[config.mk]
export PLATFORM = sky130hd
export DESIGN_NAME = hse_sqrt_cell
export DESIGN_NICKNAME = d
export VERILOG_FILES = /design/src/rtl/core/hse_pkg.sv /design/src/rtl/core/hse_sqrt_cell.sv
export SDC_FILE = /design/constraint.sdc
export NUM_CORES = 1
export LEC_CHECK = 0
export ABC_AREA = 0
export BUFFER_PORTS_ARGS = -buffer_cell sky130_fd_sc_hd__buf_2
export CORE_MARGIN = 5
export CORE_UTILIZATION = 35
export DETAILED_ROUTE_END_ITERATION = 16
export MAX_ROUTING_LAYER = met4
export PLACE_DENSITY_LB_ADDON = 0.1
export SLEW_MARGIN = 20
export SYNTH_ARGS = -nofsm -noshare
export SYNTH_HDL_FRONTEND = slang
export SYNTH_SLANG_ARGS = --single-unit
[constraint.sdc]
create_clock -name clk -period 3.3 [get_ports clk]
set_input_delay 0.66 -clock clk [delete_from_list [all_inputs] [get_ports clk]]
set_output_delay 0.66 -clock clk [all_outputs]
set_load 0.05 [all_outputs]
[src/rtl/core/hse_pkg.sv]
// Shared types for the 2x2 Hessian eigen decomposition pipeline.
package hse_pkg;

  typedef struct packed {
    logic valid;
    logic last;
  } ctl_t;

endpackage

[src/rtl/core/hse_sqrt_cell.sv]
// One bit step of a pipelined restoring integer square root, per lane.
module hse_sqrt_cell #(
  parameter int N = 17,
  parameter int LANES = 1,
  parameter int PW = 1
) (
  input  logic                          clk,
  input  logic                          rst,
  input  hse_pkg::ctl_t                 ctl_in,
  input  logic [LANES-1:0][2*N-1:0]     x_in,
  input  logic [LANES-1:0][N:0]         rem_in,
  input  logic [LANES-1:0][N-1:0]       root_in,
  input  logic [PW-1:0]                 pl_in,
  output hse_pkg::ctl_t                 ctl_out,
  output logic [LANES-1:0][2*N-1:0]     x_out,
  output logic [LANES-1:0][N:0]         rem_out,
  output logic [LANES-1:0][N-1:0]       root_out,
  output logic [PW-1:0]                 pl_out
);

  logic [LANES-1:0][2*N-1:0] x_next;
  logic [LANES-1:0][N:0]     rem_next;
  logic [LANES-1:0][N-1:0]   root_next;

  always_comb begin
    logic [N+2:0] rem_sh;
    logic [N+2:0] trial;
    logic [N+2:0] diff;
    logic         ge;
    for (int l = 0; l < LANES; l++) begin
      rem_sh = {rem_in[l], x_in[l][2*N-1 -: 2]};
      trial  = {1'b0, root_in[l], 2'b01};
      diff   = rem_sh - trial;
      ge     = (rem_sh >= trial);
      rem_next[l]  = ge ? diff[N:0] : rem_sh[N:0];
      root_next[l] = {root_in[l][N-2:0], ge};
      x_next[l]    = {x_in[l][2*N-3:0], 2'b00};
    end
  end

  always_ff @(posedge clk) begin
    if (rst) begin
      ctl_out <= '0;
    end else begin
      ctl_out <= ctl_in;
    end
    x_out    <= x_next;
    rem_out  <= rem_next;
    root_out <= root_next;
    pl_out   <= pl_in;
  end

endmodule

---- After elaboration in Yosys (flattened, before gate mapping) ----
Cells that the tools add are included.
operators by class
  add/subtract/negate cells ............... 1
  $mul .................................... 0
  div/mod/pow operators ................... 0
  magnitude comparators ................... 1
  equality and inequality tests ........... 0
  shift operators ......................... 0
  multiplexer cells ....................... 1
  bitwise gates (word level) .............. 0
  reductions and logical operators ........ 0
operator list
  kind            number
  $ge 20x19->1    1
  $mux 18         1
  $sub 18x18->18  1
storage, ports and cells
  register bits ........................... 70
  latch bits .............................. 0
  RAM bits ................................ 0
  memory bits (read-only) ................. 0
  input bits .............................. 74
  output and inout bits ................... 72
  word-level logic and storage cells ...... 9
  memories kept ........................... 0

---- Depth between registers and ports, before layout ----
Gate-level depths: netlist of the first run.
  depth after elaboration ................. 2
  gate-level depth with buffers ........... 10
  gate-level depth less buffers ........... 8

---- Worst setup path before layout of the first run ----
No wires, ideal clock.
  path kind ............................... in2reg
  from .................................... in root_in[15] (netlist bit)
  to ...................................... reg rem_out[11] (netlist bit)
  setup time .............................. 0.121 ns
  arrival time ............................ 2.446 ns
  data required time ...................... 3.179 ns
  slack ................................... 0.732 ns
  stages on the path ...................... 8
  buffers on the path ..................... 1
  cells stage by stage .................... inv_1 > ha_1 > a21o_1 > a211oi_1 > o41ai_4 > a21oi_4 > buf_12 > mux2_4
RTL lines
  item                  RTL line             source
  start, declared       hse_sqrt_cell.sv:12  input logic [LANES-1:0][N-1:0] root_in,
  end signal, assigned  hse_sqrt_cell.sv:48  rem_out <= rem_next;
  end, declared         hse_sqrt_cell.sv:16  output logic [LANES-1:0][N:0] rem_out,

==> results of run 1 <==
kinds of logic after synthesis:
family	count (synthesis)	share of synthesized area (%)
flip-flops	70	51.35
AND/OR/NAND/NOR	48	9.537
AO/OA/AOI/OAI	45	11.97
buffers and inverters	28	4.998
adder cells (fa/ha/maj)	19	8.712
multiplexers	19	8.483
XOR/XNOR	15	4.814
other	1	0.1374
how the worst min path moves through the flow:
stage / startpoint / endpoint / slack, ns / cells past startpoint
after global placement: x_in[6] / x_out[8] / 0.76 / 1
after CTS: x_in[16] / x_out[18] / 0.40 / 1
after detailed placement: x_in[23] / x_out[25] / 0.76 / 1
final: x_in[3] / x_out[5] / 0.42 / 1
after global routing: x_in[16] / x_out[18] / 0.38 / 1
after floorplan: pl_in / pl_out / 0.69 / 0
power by group:
part	internal, mW	switching (mW)
clock network	0.431	0.346
logic	0.215	0.477
registers	0.925	0.0172
total	1.57	0.840
Yosys cell counts, types with 2 or more instances:
library cell and instances:
dfxtp_1 70, inv_1 21, ha_1 19, nand2_1 14
a21oi_1 12, mux2_2 9, xor2_1 9, nor2_1 7
nor3_1 7, a21o_1 6, mux2_4 6, o21ai_0 6
xnor2_1 6, a211oi_1 5, mux2i_1 4, buf_4 3
nand2b_1 3, buf_2 2, nand3_1 2, nand4_1 2
nor2b_1 2, o21ai_1 2, o31ai_1 2, or3_1 2
cells in the final DEF, fill, tap and decap left out, types with 3 or more instances in the layout:
| master | n |
|---|---|
| o21ai_0 | 6 |
| nand2b_1 | 3 |
| nand2_1 | 14 |
| clkbuf_8 | 9 |
| a211oi_1 | 5 |
| buf_4 | 3 |
| xnor2_1 | 6 |
| mux2_4 | 6 |
| a21o_1 | 6 |
| mux2_2 | 9 |
| dfxtp_1 | 70 |
| a21oi_1 | 12 |
| buf_2 | 143 |
| inv_1 | 21 |
| ha_1 | 19 |
| nor2_1 | 7 |
| nor3_1 | 7 |
| xor2_1 | 9 |
| mux2i_1 | 4 |
routing by layer:
| layer | global-route usage (%) | wire length [µm] | up-vias |
|---|---|---|---|
| met1 | 17.99 | 3138 | 970 |
| li1 | - | - | 1140 |
| met5 | - | 0 | - |
| met3 | 5.357 | 626 | 5 |
| met2 | 23.09 | 3114 | 103 |
| met4 | 4.727 | 60 | 0 |
state kept, by name, summed over array words and instances, names as in the netlist:
| name | count |
|---|---|
| rem_out | 18 |
| x_out | 32 |
| ctl_out | 2 |
| root_out | 17 |
| pl_out | 1 |
layout make-up:
type,count,area (µm²),share of cell area [%]
clock buffers,10,127.6,3.392
flip-flops and latches,70,1401,37.25
multi-input cells,148,1195,31.76
clock inverters,6,93.84,2.494
repair buffers,146,738.2,19.62
well taps,102,127.6,3.392
inverters,21,78.83,2.095
per-stage QoR:
step | util [%] | worst slack [ns] | hold slack, ns | cell area, µm² | std cells
finish | 49.20 | 0.7642 | 0.4153 | 3762 | 503
global route | 49.20 | 0.6752 | 0.3832 | 3762 | 503
CTS | 49.20 | 0.7701 | 0.3953 | 3762 | 503
detailed placement | 46.30 | 0.3914 | 0.7639 | 3541 | 487
global placement | 46.30 | 0.4199 | 0.7626 | 3541 | 487
floorplan | - | 0.7324 | 0.6877 | 2733 | 246
==> results.md, run 1 <==
- Outcome: complete, no violations
- Post-Synthesis Cell Area: 0.002729 mm²
- Core area: 0.007647 mm²
- CP Launch Point: rem_in[11]
- Port Buffers: 143
- Worst setup path endpoint: rem_out[5]
- Hold WC Path Type: input port to flip-flop
- DR DRC count: 0
- Yosys top cell by area: dfxtp_1
- Layout overhead on the synthesized area: 37.87%
- Synth warn: 0
- Post-synth EDFFs: 0
- Width of the die: 98.30 µm
- Final net count: 489
- Root Driver: clkbuf_8
- Pwr Total: 2.411 mW
- Routed vias/inst: 4.410
- Largest cells by area after synthesis: dfxtp_1 51%, ha_1 8.7%, mux2_2 3.7%
- Post-CTS Setup Repair Bufs: 0
- Setup CP Type: input port to flip-flop
- CP top delay family: compound AO/OA/AOI/OAI gates
- PostCTS Resize Cnt: 0
- Fmax: 0.3944 GHz
- Routed len/inst: 13.80 µm
- Vias in the first global route: 2,265
- Min Tclk post-route: 2.536 ns
- Maximum root-to-sink buffer count: 2
- Post-synthesis sequential area ratio: 51.35%
- # diodes: 0
- Initial antenna violation count: 0
- CTS sink count: 70
- Count of different cell masters after synthesis: 48
- CTS tree: done
- Ports: 146
- Mean Syn Cell Area: 11.14 µm²
- Drt pass-1 iters: 4
- Total track usage: 14.87%
- Hpwl dp: 5680 µm
- Synthesized flop and latch total: 70
- Grt total ovfl: 0
- Final setup viols: 0
- Worst-path clk slew: 0.08 ns
- Max stage delay on crit path: 0.38 ns
- Mapped Cells: 245
- Crit path max fanout: 9
- Slew headroom: 65.08%
- Layout cells sized above 1: 46.38%
- Final Hold Viols: 0
- CP required: 3.54 ns
- Pin count of the biggest net entering global routing: 14
- Share of the synthesized area in the top cell type: 51.35%
- Buf/Inv on CP: 2
- Final Max Slew Viols: 0
- Final WL: 6939 µm
- CP Depth: 9
- CP Data Arrival Time: 2.77 ns
- Critical Path Source Type: input port
- Die area: 0.009663 mm²
- First-pass GRT wire length: 11,160 µm
- FP Rows: 32
- CP endpoint kind: flip-flop
- Fillers: 754
- Placer Congestion: 0.7827
- Die Ht: 98.30 µm
- Period Utilization, post-route: 76.84%
- CTS Buf Count: 9
- P per Cell Area: 640.9 mW/mm²
- Post-synth ARST share: 0%
- Routed Antenna Nets: 0
- Slowest CP cell: ha_1
- Main synth FF type: dfxtp_1
- Leak: 1.920 nW
- H-Tree Depth: 3
- Routed vias: 2,218
- Setup TNS: 0 ns
- Critical path, cell by cell: buf_2 > ha_1 > a21oi_1 > o21ai_1 > a41oi_1 > o41ai_4 > a21oi_4 > buf_4 > mux2_2
- Initial core utilization: 35.68%
- Worst Max-Slew Pin Slew: 0.5157 ns
- VDD IR-drop max: 0.2679 mV
- Starting DRT DRC Count: 63
- Number of max-cap violations: 0
- RSZ-0062 raised after global routing: false
- # hold bufs at CTS: 0
Note: power is estimated with default switching activity, not from simulation.
==> inputs of run 2 (changes only) <==
ABC_AREA = 1   (was 0)
clock period = 2.4 ns   (was 3.3 ns; I/O delays follow)
==> results.md, run 2 <==
- Outcome: complete, no violations
- Post-synth EDFFs: 0
- Routed len/inst: 11.88 µm
- # diodes: 0
- Layout cells sized above 1: 35.21%
- RSZ-0062 raised after global routing: false
- Final net count: 602
- CP Data Arrival Time: 2.03 ns
- Post-synthesis sequential area ratio: 48.63%
- First-pass GRT wire length: 11,450 µm
- Post-synth ARST share: 0%
- Yosys top cell by area: dfxtp_1
- Fmax: 0.5595 GHz
- Critical Path Source Type: input port
- Synth top cells by count: 113 x nand2_1, 70 x dfxtp_1, 52 x inv_1, 22 x nor2_1, 19 x ha_1
- Met3 GRT Util: 4.844%
- Post-Synthesis Cell Area: 0.002882 mm²
- Most common cell after layout, fill and taps aside: buf_2
- Mean Syn Cell Area: 8.071 µm²
- Setup CP Type: input port to flip-flop
- Width of the die: 100.7 µm
- Met2 global-route usage: 23.09%
- Mapped Cells: 357
- Final Hold Viols: 0
- Setup TNS: 0 ns
- CTS Buf Count: 9
- CTS sink count: 70
- CTS tree: done
- Grt peak-use layer: met2
- PostCTS Resize Cnt: 0
- Leak: 2.228 nW
- # hold bufs at CTS: 0
- Layout overhead on the synthesized area: 35.74%
- Post-CTS Setup Repair Bufs: 0
- Internal power: 2.107 mW
- Starting DRT DRC Count: 130
- Most flop-heavy register: x_out
- Post-Place Worst Slack: 0.2232 ns
- Most frequent cells in the layout: 143 x buf_2, 113 x nand2_1, 70 x dfxtp_1
- Maximum root-to-sink buffer count: 2
- Hpwl dp: 6037 µm
- Final WL: 7355 µm
- DR DRC count: 0
- Hold WC Path Type: input port to flip-flop
- P per Cell Area: 836.1 mW/mm²
- Initial antenna violation count: 0
- Min Tclk post-route: 1.787 ns
- Port Buffers: 143
- Crit path max fanout: 16
- CP required: 2.64 ns
- FP Rows: 33
- H-Tree Depth: 3
- Core area: 0.008134 mm²
- Initial core utilization: 35.43%
- Count of different cell masters after synthesis: 26
- Met1 Track Usage GR: 18.37%
- Max reg flops: 32
- Final Max Slew Viols: 0
- Routed vias: 2,586
- Largest registers: x_out (32), rem_out (18), root_out (17)
- Setup ws final: 0.6127 ns
- Share of the synthesized area in the top cell type: 48.63%
- Synth warn: 0
- Synthesized flop and latch total: 70
- Die Ht: 100.7 µm
- Routed vias/inst: 4.178
- Sequential share of power: 39.4%
- Worst-path clk slew: 0.08 ns
- Clock power frac: 32.6%
- Main synth FF type: dfxtp_1
- Root Driver: clkbuf_8
- Vias in the first global route: 2,471
- Total track usage: 14.84%
- Placer Congestion: 0.8283
- Die area: 0.01015 mm²
- Switch Pwr: 1.163 mW
- Routed Antenna Nets: 0
- CP endpoint kind: flip-flop
- Number of max-cap violations: 0
- Final setup viols: 0
- Largest cells by area after synthesis: dfxtp_1 49%, nand2_1 15%, ha_1 8.3%
- Ports: 146
- Drt pass-1 iters: 6
- Most frequent cell after synthesis: nand2_1
- Period Utilization, post-route: 74.47%
- Comb power frac: 28.0%
- Grt total ovfl: 0
- Switching Fraction: 35.57%
- Pin count of the biggest net entering global routing: 17
- VDD IR-drop max: 0.2961 mV
run 2: critical path, stage by stage:
cell,delay (ns)
buf_2,0.08
inv_1,0.04
ha_1,0.34
nand2_1,0.09
or2_1,0.22
nand2_2,0.11
nand2_2,0.08
nand3b_4,0.09
nand2_4,0.05
nand2_4,0.15
inv_4,0.14
nand2_1,0.08
nand2_1,0.05
run 2: worst paths after layout:
| path | start | to | slack (ns) | depth (start not counted) |
|---|---|---|---|---|
| worst min-delay path | x_in[9] | x_out[11] | 0.23 | 1 |
| worst max-delay path | root_in[0] | rem_out[12] | 0.61 | 13 |
run 2: cell families after synthesis:
kind of cell,count (synthesis),synth area share [%]
other,1,0.1301
and+or+nand+nor,176,26.75
xor gates and xnor gates,10,3.300
buffers and inverters,61,9.379
AOI/OAI and AO/OA,20,3.561
adders and majority gates,19,8.250
DFF,70,48.63
run 2: metal layers:
metal  vias to the layer above  wire length (µm)
met4                         0                80
met3                         7               812
met1                      1078              3217
li1                       1389                 -
met2                       112              3244
met5                         -                 0
run 2: power by group through the flow:
stage | clock, mW | combinational, mW | sequential [mW]
after detailed placement | 0 | 0.924 | 1.32
after global routing | 1.15 | 0.997 | 1.30
final | 1.07 | 0.915 | 1.29
after floorplan | 0 | 0.306 | 1.70
after global placement | 0 | 0.919 | 1.32
after CTS | 1.11 | 0.927 | 1.29
run 2: metrics by stage:
stage | std cells | total power, mW | hold WS, ns | utilization [%] | cell area, µm²
3_5_place_dp | 603 | 2.242 | 0.5840 | 45.36 | 3690
4_1_cts | 619 | 3.332 | 0.2072 | 48.08 | 3911
6_report | 619 | 3.270 | 0.2308 | 48.08 | 3911
2_1_floorplan | 358 | 2.008 | 0.5077 | - | 2885
3_3_place_gp | 603 | 2.237 | 0.5820 | 45.36 | 3690
5_1_grt | 619 | 3.450 | 0.1980 | 48.08 | 3911
run 2: cell type report:
class,count,area (µm²)
repair buffers,145,730.7
multi-input cells,227,1214
fillers,848,4223
well taps,105,131.4
inverters,56,212.7
clock inverters,6,93.84
flip-flops and latches,70,1401
clock buffers,10,127.6
